**src/rtl/aspd_pkg.sv**
```systemverilog
`timescale 1ns / 1ps
`default_nettype none
// ----------------------------------------------------------------------------
// aspd_pkg: shared types and constants of the sync pulse detector
// Field widths, register reset values, the tempo numerator, the register
// index codes, the controller states and the controller/datapath bundles.
// ----------------------------------------------------------------------------
package aspd_pkg;

	localparam int SAMPLE_W  = 16;
	localparam int CFG_W     = 16;
	localparam int CFG_IDX_W = 2;
	localparam int CNT_W     = 32;
	localparam int IND_W     = 16;
	localparam int PEAK_W    = 16;
	localparam int MAG_W     = 17;
	localparam int NUM_W     = 43;
	localparam int DIV_STEPS = NUM_W;
	localparam int DIV_CNT_W = 6;

	// full phase * phase scale * pulses per quarter note
	localparam logic [63:0] TEMPO_NUM_FULL = 64'h7fff_ffff * 64'd32 * 64'd96;
	localparam logic [NUM_W-1:0] TEMPO_NUM = TEMPO_NUM_FULL[NUM_W-1:0];

	localparam logic [CFG_W-1:0] HIGH_THR_RST   = 16'h6fff;
	localparam logic [CFG_W-1:0] LOW_THR_RST    = 16'h1fff;
	localparam logic [CFG_W-1:0] MIN_HOLD_RST   = 16'h00ff;
	localparam logic [CFG_W-1:0] IND_RELOAD_RST = 16'h04ff;

	typedef enum logic [CFG_IDX_W-1:0] {
		CFG_HIGH_THR,
		CFG_LOW_THR,
		CFG_MIN_HOLD,
		CFG_IND_RELOAD
	} aspd_cfg_idx_t;

	typedef enum logic [1:0] {
		ST_IDLE,
		ST_EVAL,
		ST_DIV,
		ST_DONE
	} aspd_state_t;

	typedef struct packed {
		logic load;
		logic div_start;
		logic div_step;
		logic commit;
	} aspd_cmd_t;

	typedef struct packed {
		logic pulse;
		logic div_last;
		logic out_free;
	} aspd_stat_t;

endpackage
`default_nettype wire

```
**src/rtl/aspd_ifs.sv**
```systemverilog
`timescale 1ns / 1ps
`default_nettype none
// ----------------------------------------------------------------------------
// aspd channels: sample input and result output
// Valid/ready channels; a transfer happens when valid and ready are both high.
// ----------------------------------------------------------------------------
interface aspd_in_if
	import aspd_pkg::*;
();
	logic                       valid;
	logic                       ready;
	logic                       action;
	logic signed [SAMPLE_W-1:0] sample;
	logic                       first_in_block;

	modport source (output valid, action, sample, first_in_block, input ready);
	modport sink (input valid, action, sample, first_in_block, output ready);
endinterface

interface aspd_out_if
	import aspd_pkg::*;
();
	logic              valid;
	logic              ready;
	logic              sync_pulse;
	logic              start_request;
	logic [CNT_W-1:0]  tempo_increment;
	logic [CNT_W-1:0]  last_period;
	logic [IND_W-1:0]  indicator_count;
	logic              gate_closed;
	logic [PEAK_W-1:0] peak_level;

	modport source (output valid, sync_pulse, start_request, tempo_increment, last_period,
		indicator_count, gate_closed, peak_level, input ready);
	modport sink (input valid, sync_pulse, start_request, tempo_increment, last_period,
		indicator_count, gate_closed, peak_level, output ready);
endinterface
`default_nettype wire

```
**src/rtl/aspd_ctrl.sv**
```systemverilog
`timescale 1ns / 1ps
`default_nettype none
// ----------------------------------------------------------------------------
// aspd_ctrl: sequencing state machine
// Takes an item, evaluates it, runs the divider on a pulse and commits the
// result once the output register has room.
// ----------------------------------------------------------------------------
module aspd_ctrl
	import aspd_pkg::*;
(
	input  wire logic       clk,
	input  wire logic       arst_n,
	input  wire logic       in_valid,
	output logic            in_ready,
	output aspd_cmd_t       cmd,
	input  wire aspd_stat_t stat
);

	aspd_state_t state_q, state_d;

	always_ff @(posedge clk or negedge arst_n) begin
		if (!arst_n) begin
			state_q <= ST_IDLE;
		end else begin
			state_q <= state_d;
		end
	end

	always_comb begin
		state_d  = state_q;
		in_ready = 1'b0;
		cmd      = '0;
		unique case (state_q)
			ST_IDLE: begin
				in_ready = 1'b1;
				if (in_valid) begin
					cmd.load = 1'b1;
					state_d  = ST_EVAL;
				end
			end
			ST_EVAL: begin
				if (stat.pulse) begin
					cmd.div_start = 1'b1;
					state_d       = ST_DIV;
				end else if (stat.out_free) begin
					cmd.commit = 1'b1;
					state_d    = ST_IDLE;
				end
			end
			ST_DIV: begin
				cmd.div_step = 1'b1;
				if (stat.div_last) begin
					state_d = ST_DONE;
				end
			end
			ST_DONE: begin
				if (stat.out_free) begin
					cmd.commit = 1'b1;
					state_d    = ST_IDLE;
				end
			end
			default: begin
				state_d = ST_IDLE;
			end
		endcase
	end

endmodule
`default_nettype wire

```
**src/rtl/aspd_dp.sv**
```systemverilog
`timescale 1ns / 1ps
`default_nettype none
// ----------------------------------------------------------------------------
// aspd_dp: detector datapath
// Config registers, detector state, item latch, restoring divider and the
// output register.
// ----------------------------------------------------------------------------
module aspd_dp
	import aspd_pkg::*;
(
	input  wire logic                       clk,
	input  wire logic                       arst_n,
	input  wire logic                       wr_en,
	input  wire logic [CFG_IDX_W-1:0]       wr_index,
	input  wire logic [CFG_W-1:0]           wr_data,
	input  wire logic                       in_action,
	input  wire logic signed [SAMPLE_W-1:0] in_sample,
	input  wire logic                       in_first,
	input  wire aspd_cmd_t                  cmd,
	output aspd_stat_t                      stat,
	input  wire logic                       out_ready,
	output logic                            out_valid,
	output logic                            out_sync_pulse,
	output logic                            out_start_request,
	output logic [CNT_W-1:0]                out_tempo_increment,
	output logic [CNT_W-1:0]                out_last_period,
	output logic [IND_W-1:0]                out_indicator_count,
	output logic                            out_gate_closed,
	output logic [PEAK_W-1:0]               out_peak_level
);

	logic [CFG_W-1:0] high_thr_q, low_thr_q, min_hold_q, ind_reload_q;

	logic [CNT_W-1:0]  since_q, inc_q, period_q;
	logic              gate_q, armed_q;
	logic [IND_W-1:0]  ind_q;
	logic [PEAK_W-1:0] peak_q;

	logic             act_q, first_q;
	logic [MAG_W-1:0] mag_q;

	logic [CNT_W-1:0]     dvsr_q, rem_q;
	logic [NUM_W-1:0]     quo_q;
	logic [DIV_CNT_W-1:0] step_q;

	logic [CNT_W-1:0]  since_next, quo_sat;
	logic [CNT_W:0]    trial, diff;
	logic              ge, pulse, reopen;
	logic [IND_W-1:0]  ind_base, ind_next;
	logic [PEAK_W-1:0] peak_base, peak_next;
	logic [MAG_W-1:0]  mag_in;

	// config write port
	always_ff @(posedge clk or negedge arst_n) begin
		if (!arst_n) begin
			high_thr_q   <= HIGH_THR_RST;
			low_thr_q    <= LOW_THR_RST;
			min_hold_q   <= MIN_HOLD_RST;
			ind_reload_q <= IND_RELOAD_RST;
		end else if (wr_en) begin
			unique case (aspd_cfg_idx_t'(wr_index))
				CFG_HIGH_THR:   high_thr_q   <= wr_data;
				CFG_LOW_THR:    low_thr_q    <= wr_data;
				CFG_MIN_HOLD:   min_hold_q   <= wr_data;
				CFG_IND_RELOAD: ind_reload_q <= wr_data;
				default: ;
			endcase
		end
	end

	// magnitude, with the most negative sample giving 32768
	assign mag_in = in_sample[SAMPLE_W-1] ? (MAG_W'(0) - MAG_W'(in_sample))
		: MAG_W'(in_sample);

	always_ff @(posedge clk) begin
		if (cmd.load) begin
			act_q   <= in_action;
			first_q <= in_first;
			mag_q   <= mag_in;
		end
	end

	// item evaluation
	assign since_next = (since_q == '1) ? since_q : since_q + CNT_W'(1);
	assign pulse      = !act_q && !gate_q && (mag_q > MAG_W'(high_thr_q));
	assign reopen     = gate_q && (mag_q < MAG_W'(low_thr_q))
		&& (since_next > CNT_W'(min_hold_q));
	assign ind_base   = pulse ? ind_reload_q : ind_q;
	assign ind_next   = (ind_base != '0) ? ind_base - IND_W'(1) : ind_base;
	assign peak_base  = first_q ? '0 : peak_q;
	assign peak_next  = (mag_q > MAG_W'(peak_base)) ? mag_q[PEAK_W-1:0] : peak_base;

	// restoring divider, one quotient bit per step; the trial never reaches
	// twice the divisor, so a clear borrow bit means it fits
	assign trial   = {rem_q, quo_q[NUM_W-1]};
	assign diff    = trial - {1'b0, dvsr_q};
	assign ge      = !diff[CNT_W];
	assign quo_sat = (|quo_q[NUM_W-1:CNT_W]) ? '1 : quo_q[CNT_W-1:0];

	always_ff @(posedge clk or negedge arst_n) begin
		if (!arst_n) begin
			step_q <= '0;
		end else if (cmd.div_start) begin
			step_q <= '0;
		end else if (cmd.div_step) begin
			step_q <= step_q + DIV_CNT_W'(1);
		end
	end

	always_ff @(posedge clk) begin
		if (cmd.div_start) begin
			dvsr_q <= since_next;
			rem_q  <= '0;
			quo_q  <= TEMPO_NUM;
		end else if (cmd.div_step) begin
			rem_q <= ge ? diff[CNT_W-1:0] : trial[CNT_W-1:0];
			quo_q <= {quo_q[NUM_W-2:0], ge};
		end
	end

	// detector state, updated on commit
	always_ff @(posedge clk or negedge arst_n) begin
		if (!arst_n) begin
			since_q  <= '0;
			gate_q   <= 1'b0;
			inc_q    <= '0;
			period_q <= '0;
			ind_q    <= '0;
			armed_q  <= 1'b0;
			peak_q   <= '0;
		end else if (cmd.commit) begin
			if (act_q) begin
				armed_q <= 1'b1;
			end else begin
				since_q <= pulse ? '0 : since_next;
				ind_q   <= ind_next;
				peak_q  <= peak_next;
				if (pulse) begin
					inc_q    <= quo_sat;
					period_q <= since_next;
					gate_q   <= 1'b1;
					armed_q  <= 1'b0;
				end else if (reopen) begin
					gate_q <= 1'b0;
				end
			end
		end
	end

	// output register
	always_ff @(posedge clk or negedge arst_n) begin
		if (!arst_n) begin
			out_valid <= 1'b0;
		end else if (cmd.commit) begin
			out_valid <= 1'b1;
		end else if (out_ready) begin
			out_valid <= 1'b0;
		end
	end

	always_ff @(posedge clk) begin
		if (cmd.commit) begin
			out_sync_pulse      <= pulse;
			out_start_request   <= pulse && armed_q;
			out_tempo_increment <= pulse ? quo_sat : inc_q;
			out_last_period     <= pulse ? since_next : period_q;
			out_indicator_count <= act_q ? ind_q : ind_next;
			out_gate_closed     <= act_q ? gate_q : (pulse || (gate_q && !reopen));
			out_peak_level      <= act_q ? peak_q : peak_next;
		end
	end

	assign stat.pulse    = pulse;
	assign stat.div_last = (step_q == DIV_CNT_W'(DIV_STEPS - 1));
	assign stat.out_free = !out_valid || out_ready;

endmodule
`default_nettype wire

```
**src/rtl/audio_sync_pulse_detector_unit.sv**
```systemverilog
`timescale 1ns / 1ps
`default_nettype none
// ----------------------------------------------------------------------------
// audio_sync_pulse_detector_unit: sync pulse detector with tempo measurement
// Hysteresis pulse detection on a sync input, period and tempo increment
// capture, indicator countdown, start-on-sync arming and block peak tracking.
// ----------------------------------------------------------------------------
//  channel   dir  handshake     payload
//  samples   in   valid/ready   action, sample, first_in_block
//  results   out  valid/ready   sync_pulse .. peak_level (one per transfer)
//  wr_*      in   wr_en only    wr_index, wr_data (no read-back)
//
//  An item without a pulse (including an arm request) is evaluated and
//  committed; one that fires a pulse first runs the restoring divider,
//  making one quotient bit per cycle over the 43-bit tempo numerator.
//  The next item is taken while the previous result sits in the output
//  register; a stalled output holds the controller before commit.
//  arst_n clears all detector state and loads register defaults.
// ----------------------------------------------------------------------------
module audio_sync_pulse_detector_unit
	import aspd_pkg::*;
(
	input  wire logic                 clk,
	input  wire logic                 arst_n,
	aspd_in_if.sink                   samples,
	aspd_out_if.source                results,
	input  wire logic                 wr_en,
	input  wire logic [CFG_IDX_W-1:0] wr_index,
	input  wire logic [CFG_W-1:0]     wr_data
);

	aspd_cmd_t  cmd;
	aspd_stat_t stat;

	// controller: sequence evaluate, divide and commit
	aspd_ctrl u_ctrl (
		.clk      (clk),
		.arst_n   (arst_n),
		.in_valid (samples.valid),
		.in_ready (samples.ready),
		.cmd      (cmd),
		.stat     (stat)
	);

	// datapath: state, divider and output register
	aspd_dp u_dp (
		.clk                 (clk),
		.arst_n              (arst_n),
		.wr_en               (wr_en),
		.wr_index            (wr_index),
		.wr_data             (wr_data),
		.in_action           (samples.action),
		.in_sample           (samples.sample),
		.in_first            (samples.first_in_block),
		.cmd                 (cmd),
		.stat                (stat),
		.out_ready           (results.ready),
		.out_valid           (results.valid),
		.out_sync_pulse      (results.sync_pulse),
		.out_start_request   (results.start_request),
		.out_tempo_increment (results.tempo_increment),
		.out_last_period     (results.last_period),
		.out_indicator_count (results.indicator_count),
		.out_gate_closed     (results.gate_closed),
		.out_peak_level      (results.peak_level)
	);

`ifndef SYNTHESIS
	// one item in flight: no second transfer right after a transfer
	a_one_in_flight: assert property (@(posedge clk) disable iff (!arst_n)
		(samples.valid && samples.ready) |=> !samples.ready)
		else $error("input taken while an item is in flight");

	// commit only into a free output register
	a_commit_room: assert property (@(posedge clk) disable iff (!arst_n)
		cmd.commit |-> stat.out_free)
		else $error("result committed over a pending result");

	// a detected pulse always closes the gate
	a_pulse_gate: assert property (@(posedge clk) disable iff (!arst_n)
		(results.valid && results.sync_pulse) |-> results.gate_closed)
		else $error("pulse reported with gate open");

	// a start request comes only with a pulse
	a_start_pulse: assert property (@(posedge clk) disable iff (!arst_n)
		(results.valid && results.start_request) |-> results.sync_pulse)
		else $error("start request without pulse");

	// peak magnitude never exceeds 32768
	a_peak_range: assert property (@(posedge clk) disable iff (!arst_n)
		results.valid |-> (results.peak_level <= PEAK_W'(32768)))
		else $error("peak level out of range");
`endif

endmodule
`default_nettype wire
```
**src/flat_wrapper.sv**
```systemverilog
// flat-port wrapper written by rule: the top's interface ports become plain ports
module audio_sync_pulse_detector_unit_flat import aspd_pkg::*;
  (clk, arst_n, wr_en, wr_index, wr_data, samples_valid, samples_action, samples_sample, samples_first_in_block, samples_ready, results_valid, results_sync_pulse, results_start_request, results_tempo_increment, results_last_period, results_indicator_count, results_gate_closed, results_peak_level, results_ready);
  aspd_in_if samples_i ();
  aspd_out_if results_i ();
  input  wire logic clk;
  input  wire logic arst_n;
  input  wire logic wr_en;
  input  wire logic [CFG_IDX_W-1:0] wr_index;
  input  wire logic [CFG_W-1:0] wr_data;
  input wire logic [$bits(samples_i.valid)-1:0] samples_valid;
  input wire logic [$bits(samples_i.action)-1:0] samples_action;
  input wire logic [$bits(samples_i.sample)-1:0] samples_sample;
  input wire logic [$bits(samples_i.first_in_block)-1:0] samples_first_in_block;
  output wire logic [$bits(samples_i.ready)-1:0] samples_ready;
  output wire logic [$bits(results_i.valid)-1:0] results_valid;
  output wire logic [$bits(results_i.sync_pulse)-1:0] results_sync_pulse;
  output wire logic [$bits(results_i.start_request)-1:0] results_start_request;
  output wire logic [$bits(results_i.tempo_increment)-1:0] results_tempo_increment;
  output wire logic [$bits(results_i.last_period)-1:0] results_last_period;
  output wire logic [$bits(results_i.indicator_count)-1:0] results_indicator_count;
  output wire logic [$bits(results_i.gate_closed)-1:0] results_gate_closed;
  output wire logic [$bits(results_i.peak_level)-1:0] results_peak_level;
  input wire logic [$bits(results_i.ready)-1:0] results_ready;
  assign samples_i.valid = samples_valid;
  assign samples_i.action = samples_action;
  assign samples_i.sample = samples_sample;
  assign samples_i.first_in_block = samples_first_in_block;
  assign samples_ready = samples_i.ready;
  assign results_valid = results_i.valid;
  assign results_sync_pulse = results_i.sync_pulse;
  assign results_start_request = results_i.start_request;
  assign results_tempo_increment = results_i.tempo_increment;
  assign results_last_period = results_i.last_period;
  assign results_indicator_count = results_i.indicator_count;
  assign results_gate_closed = results_i.gate_closed;
  assign results_peak_level = results_i.peak_level;
  assign results_i.ready = results_ready;
  audio_sync_pulse_detector_unit u_core (.clk(clk), .arst_n(arst_n), .samples(samples_i), .results(results_i), .wr_en(wr_en), .wr_index(wr_index), .wr_data(wr_data));
endmodule
```
**config.mk**
```make
export PLATFORM = sky130hd
export DESIGN_NAME = audio_sync_pulse_detector_unit_flat
export DESIGN_NICKNAME = d
export VERILOG_FILES = /design/src/rtl/aspd_pkg.sv /design/src/rtl/aspd_ifs.sv /design/src/rtl/aspd_ctrl.sv /design/src/rtl/aspd_dp.sv /design/src/rtl/audio_sync_pulse_detector_unit.sv /design/src/flat_wrapper.sv
export SDC_FILE = /design/constraint.sdc
export NUM_CORES = 1
export LEC_CHECK = 0
export BUFFER_PORTS_ARGS = -buffer_cell sky130_fd_sc_hd__buf_4
export CORE_MARGIN = 2
export CORE_UTILIZATION = 45
export CTS_BUF_LIST = sky130_fd_sc_hd__clkbuf_8
export CTS_CLUSTER_DIAMETER = 120
export DETAILED_ROUTE_END_ITERATION = 8
export GPL_TIMING_DRIVEN = 0
export PLACE_DENSITY = 0.63
export SLEW_MARGIN = 5
export SYNTH_ARGS = -nofsm -noshare
export SYNTH_HDL_FRONTEND = slang
export SYNTH_SLANG_ARGS = --single-unit
```
**constraint.sdc**
```tcl
create_clock -name clk -period 9.5 [get_ports clk]
set_input_delay 1.425 -clock clk [delete_from_list [all_inputs] [get_ports clk]]
set_output_delay 1.425 -clock clk [all_outputs]
set_load 0.05 [all_outputs]
```
[Yosys cells after proc, flatten, opt, wreduce, memory -nomap -nowiden]
Index checks and enable logic that the tools add are counted.
Cells by class
  add/sub/neg operators: 5
  $lt $le $gt $ge: 4
  equality and inequality tests: 10
  muxes and demuxes: 36
  bitwise logic cells: 1
  reductions and logical operators: 29
Operators with widths (count)
  two-way mux 32 bit: 6
  two-way mux 16 bit: 6
  greater-than comparator 17 x 16 -> 1 bit: 2
  subtractor 33 x 32 -> 33 bit: 1
  adder 32 x 1 -> 32 bit, second input constant: 1
  == test 32 bit, second input constant: 1
  greater-than comparator 32 x 16 -> 1 bit: 1
  < comparator 17 x 16 -> 1 bit: 1
  subtractor 1 x 16 -> 17 bit, first input constant: 1
  nonzero test 16 bit: 1
  subtractor 16 x 1 -> 16 bit, second input constant: 1
  two-way mux 1 bit: 15
  two-way mux 15 bit: 1
  AND reduction 2 bit: 7
  two-way mux 6 bit: 2
  OR reduction 11 bit: 1
  == test 2 bit, second input constant: 4
  two-way mux 2 bit: 4
  case mux 2 bit (4 select lines): 1
  nonzero test 2 bit: 4
  adder 6 x 1 -> 6 bit, second input constant: 1
  == test 6 bit, second input constant: 1
  logical AND 1 bit: 6
  logical NOT 1 bit: 5
  other kinds (8): 11
Storage, ports and cells
  register bits: 428
  input port bits: 41
  output and inout port bits: 101
  word-level logic and storage cells: 113

[Logic depth before layout (Yosys ltp)]
  depth after elaboration: 8
  gate-level depth with buffers: 22

[Modules after synthesis]
A second synthesis with hierarchy kept.
Unflattened totals
  cells, all modules: 2256
  area, all modules: 22303.9 sq um
Modules (own cells, without submodules)
  aspd_dp: times used 1, cells each 2242, area an instance 22195.0 sq um
  aspd_ctrl: times used 1, cells each 14, area an instance 108.9 sq um

[Worst setup path before layout]
OpenSTA, ideal clock, no wires.
  kind: reg2reg
  from: reg u_core.u_dp.high_thr_q[2]
  to: reg u_core.u_dp.out_gate_closed (enable)
  library setup time: 557 ps
  arrival: 6137 ps
  required time: 8943 ps
  slack: 2806 ps
  stages on the path, launching flop included: 11
  path buffers: 0
  period minus slack after synthesis: 6694 ps
  path through: dfstp_2 > inv_1 > ha_1 > a21o_1 > a21o_1 > a21oi_1 > o211ai_1 > a2111o_1 > nand2_2 > nor2_1 > nor2_1
RTL lines
  start, declared: RTL line aspd_dp.sv:32  | logic [CFG_W-1:0] high_thr_q, low_thr_q, min_hold_q, ind_reload_q;
  start signal, assigned: RTL line aspd_dp.sv:62  | CFG_HIGH_THR: high_thr_q <= wr_data;
  end signal, assigned: RTL line aspd_dp.sv:168  | out_gate_closed <= act_q ? gate_q : (pulse || (gate_q && !reopen));
  end, declared: RTL line aspd_dp.sv:28  | output logic out_gate_closed,

[Worst setup path in the final report]
  from: reg u_core.u_dp.high_thr_q[2]
  to: reg u_core.u_dp.out_indicator_count[14], data pin
Between the ends
  word-level cells in the longest chain between the ends: 6
  elaborated cells on any way between the ends: 7
  those cells by class: add/sub (1); order compare (1); mux (3); reduce/logical (2)
Ends and longest elaborated chain
  greater-than comparator 17 x 16 -> 1 bit (*): RTL line aspd_dp.sv:85  | assign pulse = !act_q && !gate_q && (mag_q > MAG_W'(high_thr_q));
  logical AND 1 bit (*): RTL line aspd_dp.sv:85
  two-way mux 16 bit (*): RTL line aspd_dp.sv:88  | assign ind_base = pulse ? ind_reload_q : ind_q;
  subtractor 16 x 1 -> 16 bit or nonzero test 16 bit (tied branches): RTL line aspd_dp.sv:89  | assign ind_next = (ind_base != '0) ? ind_base - IND_W'(1) : ind_base;
  two-way mux 16 bit (*): RTL line aspd_dp.sv:89
  two-way mux 16 bit (*)
  end signal, assigned: RTL line aspd_dp.sv:167  | out_indicator_count <= act_q ? ind_q : ind_next;
  end, declared: RTL line aspd_dp.sv:27  | output logic [IND_W-1:0] out_indicator_count,
Mark *: on every way between the ends. The rest lies on a longest branch, timed or not.
A chain may end at the register's enable or synchronous reset.

==> results.py <==
metrics = {
    "route": {
        "detail-route-antenna-nets": 0,
        "via_count": 17300,
        "drt_pre_antenna_iters": 5,
        "avgViaCountPerCell": 5.57,
        "postRouteWirelength_um": 60300,
        "wl_per_cell_um": 19.4,
        "drc": 0,
        "drtIter0Drc": 1382,
    },
    "clocking": {
        "clock_path_buffers": 3,
        "cts-root-buf": "clkbuf_8",
        "numCtsBuffers": 73,
        "cts_resized": 0,
        "cts_num_sinks": 428,
        "path_clk_slew_ns": 0.07,
        "cts_tree": "yes",
        "ctsHoldBuffers": 0,
        "h-tree-depth": 3,
        "clk_latency_ns": 0.66,
        "post-cts-setup-buffer-count": 0,
    },
    "critical_path": {
        "critPathMaxStageDelay_ns": 0.54,
        "critical_path.reg2reg.startpoint": "u_core.u_dp.high_thr_q[2]$_DFFE_PN1P_",
        "worst_setup_path_end_kind": "register",
        "critical_path.endpoint": "u_core.u_dp.out_indicator_count[14]$_DFFE_PP_",
        "critical_path.top_delay_family": "simple AND/OR/NAND/NOR gates",
        "worstReg2RegEnd": "u_core.u_dp.out_indicator_count[14]$_DFFE_PP_",
        "path_cells": "inv_1 > ha_1 > a21o_1 > a21o_1 > a21oi_1 > o211ai_1 > a2111o_1 > nand2_2 > buf_2 > buf_2 > mux2i_1 > ha_1 > or4b_4 > or2_4 > or3_4 > mux2_4 > or4_1 > nand3_1 > o311ai_1",
        "path_class": "register to register",
        "startpoint": "u_core.u_dp.high_thr_q[2]$_DFFE_PN1P_",
        "worst-endpoint-arrival_ns": 6.20,
        "setup.reg_to_reg.worst_slack_ns": 3.66,
        "critPathMaxFanout": 10,
        "worst-r2r-cell-count": 19,
        "critical_path.n_buffers_inverters": 3,
        "timing.critical_path.from_type": "register",
        "worst-path-stages": 19,
        "crit_slowest_cell": "a2111o_1",
        "cp_data_required_time_ns": 9.85,
    },
    "die": {
        "num_rows": 80,
        "pin_count": 142,
        "die_h_um": 224,
        "coreArea_sq_um": 47700,
        "die_w_um": 224,
        "floorplan.initialDensity_pct": 45.7,
        "design.die.area_sq_um": 50200,
    },
    "sta": {
        "setup_tns_ns": 0,
        "fmaxAchievable_ghz": 0.171,
        "unrepaired_setup_endpoints_after_global_routing": "false",
        "worst-slew-pin-transition_ns": 1.13,
        "fin_skew_ns": 0.0267,
        "layout_min_cycle_time_ns": 5.84,
        "final-setup-viol-count": 0,
        "timing.slew.headroom_pct": 25.0,
        "hold_viol": 0,
        "finalMaxSlewViolations": 0,
        "timing.final.crit_share_pct": 61.5,
    },
    "power": {
        "power.share.switching_pct": 39.6,
        "power_frac_clock_pct": 23.7,
        "power-per-cell-area_nw_per_um2": 281,
        "design_power_total_mw": 7.10,
        "portion_of_total_power_attributed_to_combinational_logic_pct": 37.3,
        "power.leakage_nw": 11.2,
        "vdd_drop_max_mv": 0.129,
        "p_int_mw": 4.29,
        "power_frac_seq_pct": 39.0,
        "total_switching_power_mw": 2.81,
    },
    "yosys": {
        "synth.ff_latch_count": 428,
        "post_synth_instance_area_sq_um": 21800,
        "synth.lib_cells_used.distinct": 82,
        "yosysWarnings": 0,
        "most_numerous_cell_types_in_the_synthesized_netlist": "nand2_1 (417), o21ai_0 (229), dfrtp_1 (159), edfxtp_1 (150), inv_1 (118)",
        "synthFlopType": "dfrtp_1",
        "synth.most_common_cell": "nand2_1",
        "synthTopCellsByArea": "edfxtp_1 (21%), dfrtp_1 (18%), nand2_1 (7.2%)",
        "synthDominantAreaCellType": "edfxtp_1",
        "number_of_enable_type_register_cells_in_the_synthesized_netlist": 150,
        "async_flop_share_pct": 47.4,
        "synth_seq_area_share_pct": 51.1,
        "synth_top_area_share_pct": 20.7,
        "syn_nets": 2346,
        "syn_avg_cell_area_sq_um": 9.90,
        "synthesis.instances": 2203,
    },
    "global_route": {
        "globalRoute.totalOverflow": 0,
        "pin_count_of_the_biggest_net_entering_global_routing": 76,
        "grt_pass1_vias": 16800,
        "grt.total_usage_pct": 24.2,
        "grt_antenna_before_repair": 0,
        "grt_pass1_wl_um": 94100,
    },
    "min_path": {
        "worstHoldPathType": "register to register",
        "worst_hold_path_cells": 2,
    },
    "placement": {
        "hpwlAfterDp_um": 44100,
        "place_congestion": 0.940,
        "portBuffers": 141,
    },
    "cells_and_area": {
        "multiInputGateArea_sq_um": 9780,
        "final_layout_size_suffix_gt1_share_pct": 17.3,
        "design.final.nets": 2569,
        "syn2layout_area_growth_pct": 16.0,
        "fill_cells": 4321,
        "antenna_cells_inserted": 0,
        "utilization_after_layout_pct": 53.0,
        "register_area_sq_um": 11100,
    },
    "job": {
        "cap_violations": 0,
    },
    "status": {
        "status": "finished, final reports clean",
    },
}
## worst register-to-register path, delay by kind of cell (launching register included)
| family | cells | cell delay [ns] |
|---|---|---|
| compound gates | 6 | 1.28 |
| fa+ha+maj | 2 | 0.61 |
| buf+inv | 3 | 0.65 |
| flops | 1 | 0.52 |
| mux | 2 | 0.68 |
| simple gates | 6 | 1.83 |
## stage by stage
stage	instance area [sq um]	instances	setup WS, ns	hold slack (ns)
6_report	25300	3100	3.66	0.451
5_1_grt	25300	3100	3.45	0.460
4_1_cts	25300	3100	3.67	0.450
3_5_place_dp	23800	2966	3.69	0.440
3_3_place_gp	23600	2959	0.228	0.436
2_1_floorplan	21800	2203	2.81	0.425
## worst min-delay path by stage
stage                                    endpoint  slack, ns                                from
2_1_floorplan  u_core.u_dp.quo_q[13]$_SDFFE_PP1P_       0.42  u_core.u_dp.quo_q[12]$_SDFFE_PP1P_
3_3_place_gp   u_core.u_dp.quo_q[29]$_SDFFE_PP1P_       0.44  u_core.u_dp.quo_q[28]$_SDFFE_PP1P_
3_5_place_dp   u_core.u_dp.quo_q[29]$_SDFFE_PP1P_       0.44  u_core.u_dp.quo_q[28]$_SDFFE_PP1P_
4_1_cts        u_core.u_dp.quo_q[38]$_SDFFE_PP1P_       0.45  u_core.u_dp.quo_q[37]$_SDFFE_PP1P_
5_1_grt        u_core.u_dp.quo_q[22]$_SDFFE_PP1P_       0.46  u_core.u_dp.quo_q[21]$_SDFFE_PP1P_
6_report       u_core.u_dp.quo_q[38]$_SDFFE_PP1P_       0.45  u_core.u_dp.quo_q[37]$_SDFFE_PP1P_
## cell type report
type	instances	area share, %
tap	615	3.04
sequential	428	44.0
clock inverter	51	1.29
inverter	118	1.75
timing repair buffer	148	4.92
multi-input combinational	1545	38.7
buffer	112	1.79
clock buffer	83	4.52
## kinds of logic (layout without fill, tap and decap cells)
group           after synthesis  after routing  share of synthesized area [%]
simple gates                746            746                           15.5
flops                       428            428                           51.1
compound gates              487            487                           13.7
other cells                   1              1                         0.0172
mux                         128            128                           6.45
buf+inv                     230            512                           4.10
fa+ha+maj                   102            102                           5.89
xor+xnor                     81             81                           3.25
## metal layers
layer  vias up  global-route usage (%)  routed length, um
li1       8257                       -                  -
met5         -                       0                  0
met1      8299                    32.1              26300
met4         0                    10.1               2140
met2       598                    39.7              28300
met3       122                    3.69               3550
## sequential cells by signal (all words and copies together), names as in the netlist, 17 cells and up
| name | flops |
|---|---|
| u_core.u_dp.since_q | 32 |
| u_core.u_dp.inc_q | 32 |
| u_core.u_dp.dvsr_q | 32 |
| u_core.u_dp.period_q | 32 |
| u_core.u_dp.out_last_period | 32 |
| u_core.u_dp.rem_q | 32 |
| u_core.u_dp.mag_q | 17 |
| u_core.u_dp.quo_q | 43 |
| u_core.u_dp.out_tempo_increment | 32 |
## placed cells by master (no fill, tap or decap), types with 7 or more instances in the layout
cell type / Yosys / routed
o31ai_1: 12 / 12
buf_1: 10 / 10
edfxtp_1: 150 / 150
o21a_1: 11 / 11
dfxtp_1: 75 / 75
a21oi_1: 77 / 77
nand2_1: 417 / 417
buf_4: 0 / 140
a21o_1: 26 / 26
nor3_1: 32 / 32
a22o_1: 36 / 36
or3_1: 12 / 12
a211oi_1: 11 / 11
o21ai_1: 7 / 7
nor4_1: 17 / 17
clkinv_1: 0 / 12
nand3_1: 57 / 57
ha_1: 101 / 101
mux2i_1: 31 / 31
o211ai_1: 14 / 14
and3_1: 17 / 17
clkinv_2: 0 / 7
clkbuf_8: 0 / 83
o21bai_1: 7 / 7
xor2_1: 28 / 28
buf_2: 23 / 23
o21ai_0: 229 / 229
or4_1: 10 / 10
mux2_2: 96 / 96
clkbuf_1: 78 / 77
xnor2_1: 53 / 53
nor2b_1: 12 / 12
dfstp_2: 44 / 44
dfrtp_1: 159 / 159
nor2_1: 84 / 83
inv_1: 118 / 140
nand4_1: 24 / 24
nand2b_1: 31 / 31
## power by group through the flow
| stage | logic [mW] | clock network (mW) | registers [mW] |
|---|---|---|---|
| CTS | 2.66 | 1.73 | 2.76 |
| detailed placement | 2.65 | 0 | 2.79 |
| global route | 2.90 | 1.80 | 2.82 |
| floorplan | 1.45 | 0 | 3.13 |
| global placement | 2.54 | 0 | 2.82 |
| finish | 2.65 | 1.68 | 2.77 |
(Power assumes the default switching activity.)
